### src/sv/sorted_table_binary_search_assert.svh
// Assertion macros for the sorted key table RTL.
// Each macro samples on clk and is disabled while rst is high.
`ifndef SORTED_TABLE_BINARY_SEARCH_ASSERT_SVH
`define SORTED_TABLE_BINARY_SEARCH_ASSERT_SVH

// Same-cycle implication.
`define STBS_ASSERT_IMP(label, ante, cons) \
  label: assert property (@(posedge clk) disable iff (rst) (ante) |-> (cons)) \
    else $error("stbs assertion failed");

// Next-cycle implication.
`define STBS_ASSERT_NXT(label, ante, cons) \
  label: assert property (@(posedge clk) disable iff (rst) (ante) |=> (cons)) \
    else $error("stbs assertion failed");

// Invariant that holds at every edge.
`define STBS_ASSERT_ALW(label, expr) \
  label: assert property (@(posedge clk) disable iff (rst) (expr)) \
    else $error("stbs assertion failed");

`endif

### src/sv/stbs_pkg.sv
// Package for the sorted key table: payload widths, command codes, result type.
// No dependencies.
`default_nettype none

package stbs_pkg;

  localparam int unsigned STBS_TABLE_DEPTH = 1024;
  localparam int unsigned KEY_W  = 32;
  localparam int unsigned FUNC_W = 2;
  localparam int unsigned POS_W  = 11;

  localparam logic [FUNC_W-1:0] FUNC_CLEAR  = 2'd0;
  localparam logic [FUNC_W-1:0] FUNC_APPEND = 2'd1;
  localparam logic [FUNC_W-1:0] FUNC_SEARCH = 2'd2;

  typedef struct packed {
    logic [POS_W-1:0] position;
    logic             found;
    logic             table_sorted;
    logic             table_full;
  } stbs_res_t;

endpackage

`default_nettype wire

### src/sv/stbs_req_if.sv
// Request channel of the sorted key table: valid/ready plus command and key.
// Depends on stbs_pkg.
`default_nettype none

interface stbs_req_if import stbs_pkg::*; ();
  logic                    valid;
  logic                    ready;
  logic [FUNC_W-1:0]       func;
  logic signed [KEY_W-1:0] key_value;

  modport source (output valid, func, key_value, input ready);
  modport sink   (input valid, func, key_value, output ready);
endinterface

`default_nettype wire

### src/sv/stbs_ctrl.sv
// Command sequencer: decodes a request, appends keys, runs the binary search
// against the key RAM one probe at a time. Depends on stbs_pkg and stbs_req_if.
`default_nettype none
`include "sorted_table_binary_search_assert.svh"

module stbs_ctrl import stbs_pkg::*; #(
  parameter int unsigned TABLE_DEPTH = STBS_TABLE_DEPTH,
  localparam int unsigned AW = (TABLE_DEPTH > 1) ? $clog2(TABLE_DEPTH) : 1,
  localparam int unsigned CW = $clog2(TABLE_DEPTH + 1)
) (
  input  wire logic             clk,
  input  wire logic             rst,
  stbs_req_if.sink              req,
  output logic                  res_valid,
  output stbs_res_t             res,
  input  wire logic             res_ready,
  output logic                  wr_en,
  output logic      [AW-1:0]    wr_addr,
  output logic      [KEY_W-1:0] wr_data,
  output logic                  rd_en,
  output logic      [AW-1:0]    rd_addr,
  input  wire logic [KEY_W-1:0] rd_data
);

  localparam int unsigned EXT_W = (CW > POS_W) ? CW : POS_W;

  typedef enum logic [3:0] {
    S_IDLE = 4'b0001,
    S_READ = 4'b0010,
    S_CMP  = 4'b0100,
    S_HOLD = 4'b1000
  } state_t;

  state_t                  state, state_next;
  logic [CW-1:0]           count, count_next;
  logic                    ascending, ascending_next;
  logic signed [KEY_W-1:0] prev_key, prev_key_next;
  logic signed [KEY_W-1:0] key_q, key_q_next;
  logic [CW-1:0]           lo, lo_next;
  logic [CW-1:0]           hi_ex, hi_ex_next;   // one past the upper bound
  logic [AW-1:0]           mid_q, mid_q_next;
  stbs_res_t               res_q, res_q_next;

  logic                    accept;
  logic                    full;
  logic [CW-1:0]           count_inc;
  logic [CW:0]             mid_sum;
  logic [AW-1:0]           mid_rd;
  logic signed [KEY_W-1:0] probe;
  logic [CW-1:0]           mid_cw;
  logic [CW-1:0]           lo_cmp, hi_cmp;
  logic [EXT_W-1:0]        cnt_ext, inc_ext, mid_ext;

  assign req.ready = (state == S_IDLE);
  assign accept    = req.valid && req.ready;
  assign full      = (count == CW'(TABLE_DEPTH));
  assign count_inc = count + 1'b1;

  // floor((lo + hi) / 2) with hi = hi_ex - 1; lo < hi_ex here, so no underflow
  assign mid_sum = {1'b0, lo} + {1'b0, hi_ex} - 1'b1;
  assign mid_rd  = mid_sum[AW:1];

  assign probe  = signed'(rd_data);
  assign mid_cw = CW'(mid_q);

  assign cnt_ext = EXT_W'(count);
  assign inc_ext = EXT_W'(count_inc);
  assign mid_ext = EXT_W'(mid_q);

  // Appends and probes never share a cycle: writes only in idle, reads only in S_READ.
  assign wr_en   = accept && (req.func == FUNC_APPEND) && !full;
  assign wr_addr = count[AW-1:0];
  assign wr_data = req.key_value;
  assign rd_en   = (state == S_READ);
  assign rd_addr = mid_rd;

  assign res_valid = (state == S_HOLD);
  assign res       = res_q;

  always_comb begin
    state_next     = state;
    count_next     = count;
    ascending_next = ascending;
    prev_key_next  = prev_key;
    key_q_next     = key_q;
    lo_next        = lo;
    hi_ex_next     = hi_ex;
    mid_q_next     = mid_q;
    res_q_next     = res_q;
    lo_cmp         = lo;
    hi_cmp         = hi_ex;

    unique case (state)
      S_IDLE: begin
        if (accept) begin
          key_q_next              = req.key_value;
          res_q_next.position     = cnt_ext[POS_W-1:0];
          res_q_next.found        = 1'b0;
          res_q_next.table_sorted = ascending;
          res_q_next.table_full   = 1'b0;
          state_next              = S_HOLD;
          unique case (req.func)
            FUNC_CLEAR: begin
              count_next              = '0;
              ascending_next          = 1'b1;
              prev_key_next           = '0;
              res_q_next.position     = '0;
              res_q_next.table_sorted = 1'b1;
            end
            FUNC_APPEND: begin
              if (full) begin
                res_q_next.table_full = 1'b1;
              end else begin
                count_next    = count_inc;
                prev_key_next = req.key_value;
                if ((count != '0) && (prev_key >= req.key_value)) begin
                  ascending_next          = 1'b0;
                  res_q_next.table_sorted = 1'b0;
                end
                res_q_next.position = inc_ext[POS_W-1:0];
              end
            end
            FUNC_SEARCH: begin
              // empty table answers with position zero straight away
              if (count != '0) begin
                lo_next    = '0;
                hi_ex_next = count;
                state_next = S_READ;
              end
            end
            default: begin
              // unused code: report current state only
            end
          endcase
        end
      end
      S_READ: begin
        mid_q_next = mid_rd;
        state_next = S_CMP;
      end
      S_CMP: begin
        if (probe == key_q) begin
          res_q_next.position = mid_ext[POS_W-1:0];
          res_q_next.found    = 1'b1;
          state_next          = S_HOLD;
        end else begin
          if (probe < key_q) begin
            lo_cmp = mid_cw + 1'b1;
          end else begin
            hi_cmp = mid_cw;
          end
          lo_next    = lo_cmp;
          hi_ex_next = hi_cmp;
          if (lo_cmp < hi_cmp) begin
            state_next = S_READ;
          end else begin
            res_q_next.position = cnt_ext[POS_W-1:0];
            res_q_next.found    = 1'b0;
            state_next          = S_HOLD;
          end
        end
      end
      S_HOLD: begin
        if (res_ready) begin
          state_next = S_IDLE;
        end
      end
      default: begin
        state_next = S_IDLE;
      end
    endcase
  end

  always_ff @(posedge clk) begin
    if (rst) begin
      state     <= S_IDLE;
      count     <= '0;
      ascending <= 1'b1;
      prev_key  <= '0;
    end else begin
      state     <= state_next;
      count     <= count_next;
      ascending <= ascending_next;
      prev_key  <= prev_key_next;
    end
  end

  always_ff @(posedge clk) begin
    key_q <= key_q_next;
    lo    <= lo_next;
    hi_ex <= hi_ex_next;
    mid_q <= mid_q_next;
    res_q <= res_q_next;
  end

  `STBS_ASSERT_IMP(a_read_bounds, state == S_READ, (lo < hi_ex) && (hi_ex <= count))
  `STBS_ASSERT_IMP(a_probe_in_table, state == S_CMP, mid_cw < count)
  `STBS_ASSERT_IMP(a_write_has_room, wr_en, count < CW'(TABLE_DEPTH))
  `STBS_ASSERT_ALW(a_count_bound, count <= CW'(TABLE_DEPTH))
  `STBS_ASSERT_NXT(a_clear_empties, accept && (req.func == FUNC_CLEAR), (count == '0) && ascending)

endmodule

`default_nettype wire

### src/flat_wrapper.sv
// flat-port wrapper written by rule: the top's interface ports become plain ports
module stbs_ctrl_flat import stbs_pkg::*;
#(
  parameter int unsigned TABLE_DEPTH = STBS_TABLE_DEPTH,
  localparam int unsigned AW = (TABLE_DEPTH > 1) ? $clog2(TABLE_DEPTH) : 1,
  localparam int unsigned CW = $clog2(TABLE_DEPTH + 1)
)
  (clk, rst, res_valid, res, res_ready, wr_en, wr_addr, wr_data, rd_en, rd_addr, rd_data, req_valid, req_func, req_key_value, req_ready);
  stbs_req_if req_i ();
  input  wire logic clk;
  input  wire logic rst;
  output logic res_valid;
  output stbs_res_t res;
  input  wire logic res_ready;
  output logic wr_en;
  output logic      [AW-1:0] wr_addr;
  output logic      [KEY_W-1:0] wr_data;
  output logic rd_en;
  output logic      [AW-1:0] rd_addr;
  input  wire logic [KEY_W-1:0] rd_data;
  input wire logic [$bits(req_i.valid)-1:0] req_valid;
  input wire logic [$bits(req_i.func)-1:0] req_func;
  input wire logic [$bits(req_i.key_value)-1:0] req_key_value;
  output wire logic [$bits(req_i.ready)-1:0] req_ready;
  assign req_i.valid = req_valid;
  assign req_i.func = req_func;
  assign req_i.key_value = req_key_value;
  assign req_ready = req_i.ready;
  stbs_ctrl #(.TABLE_DEPTH(TABLE_DEPTH)) u_core (.clk(clk), .rst(rst), .req(req_i), .res_valid(res_valid), .res(res), .res_ready(res_ready), .wr_en(wr_en), .wr_addr(wr_addr), .wr_data(wr_data), .rd_en(rd_en), .rd_addr(rd_addr), .rd_data(rd_data));
endmodule
### config.mk
export PLATFORM = sky130hd
export DESIGN_NAME = stbs_ctrl_flat
export DESIGN_NICKNAME = d
export VERILOG_FILES = /design/src/sv/stbs_pkg.sv /design/src/sv/stbs_req_if.sv /design/src/sv/stbs_ctrl.sv /design/src/flat_wrapper.sv
export VERILOG_INCLUDE_DIRS = /design/src /design/src/sv
export SDC_FILE = /design/constraint.sdc
export NUM_CORES = 1
export LEC_CHECK = 0
export ABC_AREA = 1
export BUFFER_PORTS_ARGS = -buffer_cell sky130_fd_sc_hd__buf_4
export CORE_MARGIN = 8
export CORE_UTILIZATION = 30
export DETAILED_ROUTE_END_ITERATION = 10
export GPL_ROUTABILITY_DRIVEN = 0
export GPL_TIMING_DRIVEN = 0
export SYNTH_ARGS = -nofsm -noshare
export SYNTH_HDL_FRONTEND = slang
export SYNTH_SLANG_ARGS = --single-unit
### constraint.sdc
create_clock -name clk -period 4.85 [get_ports clk]
set_input_delay 0.97 -clock clk [delete_from_list [all_inputs] [get_ports clk]]
set_output_delay 0.97 -clock clk [all_outputs]
set_load 0.01 [all_outputs]
# Word level (Yosys, flattened, before mapping)
# Index checks and enable logic that the tools add are counted.
[totals]
inputBits = 70
output_inout_bits = 70
register_bits = 126
wordCells = 84
[classes]
order_cmp = 3
n_mux = 36
n_addsub = 4
n_eq_ne = 15
reduce_logical = 14
[op_table]
columns = ["operator", "count"]
rows = [
  ["11-bit 2-to-1 mux", 15],
  ["11-bit one-hot mux with 2 select lines", 3],
  ["32-bit one-hot mux with 2 select lines", 1],
  ["32-bit equality test", 1],
  ["32-bit greater-or-equal comparator", 1],
  ["32-bit less-than comparator", 1],
  ["32-bit 2-to-1 mux", 1],
  ["12-bit 2-to-1 mux", 2],
  ["4-bit 2-to-1 mux", 6],
  ["12-bit one-hot mux with 2 select lines", 1],
  ["4-bit one-hot mux with 4 select lines", 1],
  ["14-bit 2-to-1 mux", 1],
  ["10-bit by 1-bit adder with 11-bit output (second input constant)", 1],
  ["11-bit by 1-bit adder with 11-bit output (second input constant)", 1],
  ["11-bit adder", 1],
  ["11-bit equality test (second input constant)", 1],
  ["11-bit less-than comparator", 1],
  ["11-bit nonzero test", 1],
  ["11-bit by 1-bit subtractor with 11-bit output (second input constant)", 1],
  ["2-bit != test (second input constant)", 5],
  ["5-bit AND reduction", 1],
  ["4-bit by 1-bit equality test with 1-bit output (second input constant)", 1],
  ["4-bit by 2-bit equality test with 1-bit output (second input constant)", 1],
  ["4-bit by 3-bit equality test with 1-bit output (second input constant)", 1],
  ["14 further kinds", 22],
]

# Logic depth before layout (Yosys ltp)
[logic_depth]
word_depth = 8
depth_mapped = 30
mapped_depth_nobuf = 29

# Least setup slack after synthesis
# OpenSTA, ideal clock, no wires.
[synth_path]
path_kind = "input -> register"
from = "input port rd_data[31]"
to = "register u_core.res_q (netlist bit u_core.res[10]), enable pin"
setup_ps = 294
n_path_buf = 1
arrival_time_ps = 3744
setup_slack_ps = 813
stages = 20
required_time_ps = 4556
path_cell_list = "ha_1 > nand2_1 > nor2_2 > nand2_1 > inv_1 > a21oi_1 > nand3_2 > nand2_4 > inv_2 > buf_6 > nand3_1 > o21ai_2 > ha_1 > a21oi_1 > nand3b_1 > a21oi_1 > nor4_1 > nand3_1 > nand3_1 > inv_1"
[synth_via]
elab_chain_len = 7
elab_cells_between_ends = 11
classes_between = "order compare (2); eq/ne (2); mux (6); reduce/logical (1)"
[synth_lines]
columns = ["element", "line", "text"]
rows = [
  ["start: declaration", "flat_wrapper.sv:20", "input wire logic [KEY_W-1:0] rd_data;"],
  ["32-bit less-than comparator", "stbs_ctrl.sv:147", "if (probe < key_q) begin"],
  ["11-bit 2-to-1 mux", "stbs_ctrl.sv:147", ""],
  ["11-bit 2-to-1 mux", "stbs_ctrl.sv:142", "if (probe == key_q) begin"],
  ["11-bit 2-to-1 mux", "stbs_ctrl.sv:93", "unique case (state)"],
  ["11-bit less-than comparator", "stbs_ctrl.sv:154", "if (lo_cmp < hi_cmp) begin"],
  ["3-bit by 2-bit != test with 1-bit output (no source line) *", "n/a", ""],
  ["3-bit AND reduction (no source line) *", "n/a", ""],
  ["end signal: assignment", "stbs_ctrl.sv:193", "res_q <= res_q_next;"],
  ["end: declaration", "stbs_ctrl.sv:42", "stbs_res_t res_q, res_q_next;"],
]
# Every way passes the cells marked *; elsewhere a longest branch is shown, timed or not. The select of a mux whose other input is x is not followed.
# A chain may end at the register's enable or synchronous reset.

# Worst setup path after layout
[layout_path]
from = "input port rd_data[31]"
to = "register u_core.res_q (netlist bit u_core.res[5]), enable pin"
# Same word-level chain as after synthesis.

==> flow_metrics.py <==
metrics = {
    "outcome": {
        "status": "complete, no violations",
    },
    "timing": {
        "fin_ws_ns": 0.3274,
        "tightest_slew_ns": 1.205,
        "rsz0062_at_grt": "no",
        "tns_ns": 0,
        "layout_worst_path_cycle_share": 0.9325,
        "fmax_ghz": 0.2211,
        "slew_violations": 0,
        "final.min_clock_period_ns": 4.523,
        "setup_viol": 0,
        "hold_viol": 0,
        "relSlewSlack": 0.1947,
        "final.setup_skew_ns": 0.01491,
    },
    "clocking": {
        "insertion_delay_ns": 0.43,
        "cts_hold_buf": 0,
        "clockRootBuffer": "clkbuf_16",
        "clkSlewWorstSetupHoldPaths_ns": 0.05,
        "clock-sinks": 126,
        "cts_buffers": 17,
        "htree_levels": 4,
        "cts_tree": "yes",
        "clockBufferDepth": 2,
    },
    "yosys": {
        "synth_area_leader_cell": "edfxtp_1",
        "syn_avg_cell_area_um2": 8.379,
        "async_flop_share": 0,
        "synth_area_um2": 8094,
        "synth_top_flop_cell": "edfxtp_1",
        "yosysSeqAreaShare": 0.4081,
        "synth_edf_count": 78,
        "ys_warn_count": 0,
        "synth_top_area_frac": 0.2894,
        "syn_nets": 1132,
        "synthDistinctLibCells": 44,
        "ys_ff_latch": 126,
        "synthCells": 966,
        "synth_area_leaders": "edfxtp_1 29%, ha_1 15%, dfxtp_1 12%",
    },
    "routing": {
        "vias_per_cell": 4.572,
        "final_antenna_net_count": 0,
        "drt-total-wl_mm": 21.19,
        "first_pass_iters": 5,
        "routedWlPerCell_um": 14.32,
        "num_vias": 6767,
        "drc_errors": 0,
        "drt_iter0_drc": 408,
    },
    "worst_setup_path": {
        "r2r_cells": 22,
        "critPathRequiredTime_ns": 4.94,
        "path_max_fanout": 12,
        "crit_path_end_kind": "flop",
        "worstSetupPathType": "in -> reg",
        "worst_setup_path_start_kind": "input port",
        "reg2reg_from": "u_core.key_q[31]",
        "r2r_end": "u_core.res[5]",
        "r2r_slack_ns": 0.62,
        "arrival_ns": 4.62,
    },
    "min_path": {
        "hold_end": "u_core.prev_key[30]",
        "min_path_type": "reg -> reg",
        "holdPathStages": 2,
        "min_from": "u_core.prev_key[30]",
    },
    "floorplan": {
        "core_um2": 26730,
        "die_y_um": 180.3,
        "initial_utilization": 0.3029,
        "dieArea_um2": 32490,
        "die_w_um": 180.3,
        "io_pins": 140,
        "rows": 60,
    },
    "final_layout": {
        "syn2layout_area_growth_pct": 25.88,
        "fin_area_um2": 10190,
        "drive_gt1_frac": 0.2265,
        "nets": 1292,
        "diodes": 0,
        "num-fill-cells": 2760,
    },
    "placement": {
        "hpwlAfterDp_mm": 16.79,
        "portBuffers": 138,
        "dpl_cell_area_um2": 9600,
        "post-place-ws_ns": -0.1329,
    },
    "grt": {
        "grt.busiest_layer": "met2",
        "met3_usage": 0.03327,
        "use_met1": 0.1634,
        "antenna_found_initial": 1,
        "grt_usage": 0.1343,
        "grt_max_degree": 41,
        "grt_pass1_vias": 6866,
        "use_met2": 0.2241,
        "grt_pass1_wl_mm": 34.98,
        "grt_overflow_total": 0,
    },
    "pwr": {
        "power_mw": 4.466,
        "cellPowerDensity_nw_per_um2": 438.4,
        "peakVddDrop_uv": 266.1,
        "p_leak_nw": 4.889,
    },
    "job": {
        "maxCapViolCount": 0,
    },
}
-- cells by family after synthesis --
group,count (synthesis),share of synthesized area
AND/OR/NAND/NOR,312,0.1668
buffers and inverters,247,0.1373
AO/OA/AOI/OAI,172,0.1244
flip-flops,126,0.4081
adder cells (fa/ha/maj),96,0.1493
XOR/XNOR,13,0.01407
-- cell type report --
cell class	instances	area, µm²	share of cell area
plain buffers	65	427.9	0.04200
clock buffers	18	429.2	0.04212
clock inverters	14	155.1	0.01523
inverters	182	683.2	0.06705
multi-input cells	593	3694	0.3625
flip-flops and latches	126	3303	0.3242
well taps	341	426.7	0.04188
repair buffers	141	1070	0.1050
-- how the worst max path moves through the flow --
stage                 from             end  slack, ns  depth (start not counted)
5_1_grt        rd_data[31]   u_core.res[5]       0.02                         21
4_1_cts        rd_data[31]   u_core.res[5]       0.30                         21
6_report       rd_data[31]   u_core.res[5]       0.33                         22
3_3_place_gp   rd_data[31]    u_core.lo[4]      -0.40                          9
3_5_place_dp   rd_data[31]   u_core.res[5]      -0.13                         21
2_1_floorplan  rd_data[31]  u_core.res[10]       0.81                         20
-- stage by stage --
stage / util / std cells / hold WS (ns)
final: 0.3812 / 1480 / 0.4757
after global routing: 0.3812 / 1480 / 0.4993
after CTS: 0.3811 / 1480 / 0.4781
after detailed placement: 0.3592 / 1448 / 0.4651
after global placement: 0.3576 / 1445 / 0.4636
after floorplan: - / 966 / 0.4473
-- layout by cell type, fill, tap and decap left out, types with 4 or more instances in the layout --
| cell | synthesis | layout |
|---|---|---|
| o21ai_1 | 16 | 16 |
| nor3_1 | 12 | 10 |
| buf_6 | 1 | 4 |
| inv_2 | 10 | 10 |
| o21ai_2 | 5 | 5 |
| buf_4 | 45 | 183 |
| nand3_1 | 30 | 30 |
| inv_6 | 0 | 5 |
| xor2_1 | 10 | 10 |
| a21oi_1 | 62 | 61 |
| dfxtp_1 | 48 | 48 |
| nor2_1 | 74 | 74 |
| o21ai_0 | 38 | 38 |
| clkbuf_1 | 13 | 14 |
| a22oi_1 | 31 | 31 |
| clkbuf_16 | 0 | 17 |
| nand2_1 | 164 | 164 |
| edfxtp_1 | 78 | 78 |
| clkinvlp_4 | 0 | 5 |
| inv_1 | 171 | 171 |
| nand4_1 | 12 | 12 |
| buf_2 | 6 | 6 |
| ha_1 | 95 | 95 |
-- report_power, final --
group / leakage [nW] / switching, mW / internal (mW)
Clock: 0.270 / 0.528 / 0.763
Sequential: 1.13 / 0.0697 / 1.40
Combinational: 3.49 / 0.991 / 0.715
-- routing by layer --
layer | wire length (µm) | share of wire | vias to the layer above
met2 | 10040 | 0.47 | 166
met4 | 459 | 0.022 | 2
li1 | - | - | 3485
met1 | 9531 | 0.45 | 3085
met3 | 1153 | 0.054 | 29
met5 | 10 | 0.00047 | -
-- worst max-delay path: stages --
cell and delay [ns]:
buf_4 0.11, ha_1 0.44, nand2_1 0.13, nor2_2 0.13, nand2_1 0.13, nor4_4 0.28, nand2_2 0.15, nand2_2 0.09
nand2_2 0.08, nand2_4 0.15, inv_2 0.07, buf_6 0.15, nand3_1 0.08, o21ai_2 0.08, ha_1 0.31, a21oi_1 0.15
nand3b_1 0.12, a21oi_1 0.08, nor4_1 0.36, nand3_1 0.18, nand3_1 0.11, inv_1 0.23
-- Yosys cell counts, types with 2 or more instances --
cell / instances
nand2_1: 164
nand3b_1: 3
xnor2_1: 3
a21o_1: 2
o21ai_2: 5
buf_2: 6
nand3_1: 30
buf_4: 45
o21a_1: 2
nor3_1: 12
or2_2: 3
nand4_1: 12
a31oi_1: 3
inv_2: 10
edfxtp_1: 78
o21ai_0: 38
nand3_2: 2
a32oi_1: 2
ha_1: 95
nor2_1: 74
dfxtp_1: 48
a21oi_1: 62
nor2_2: 2
a22oi_1: 31
clkbuf_1: 13
o21ai_1: 16
a211oi_1: 2
nand2_2: 3
nor4_1: 3
xor2_1: 10
o211ai_1: 3
o31ai_1: 2
inv_1: 171
-- flip-flops by register name, summed over array words and instances (netlist names) --
signal            cells
u_core.hi_ex         11
u_core.mid_q         10
u_core.state          4
u_core.prev_key      32
u_core.lo            11
u_core.ascending      1
u_core.res           14
u_core.cnt_ext       11
u_core.key_q         32
-- what timing repair did --
action / CTS / global route
resized for setup: 0 / 1
buffers inserted: 0 / 0
hold endpoints to repair: 0 / 0
endpoints found under the setup margin: 0 / 10
Power figures use the tool's default switching activity.
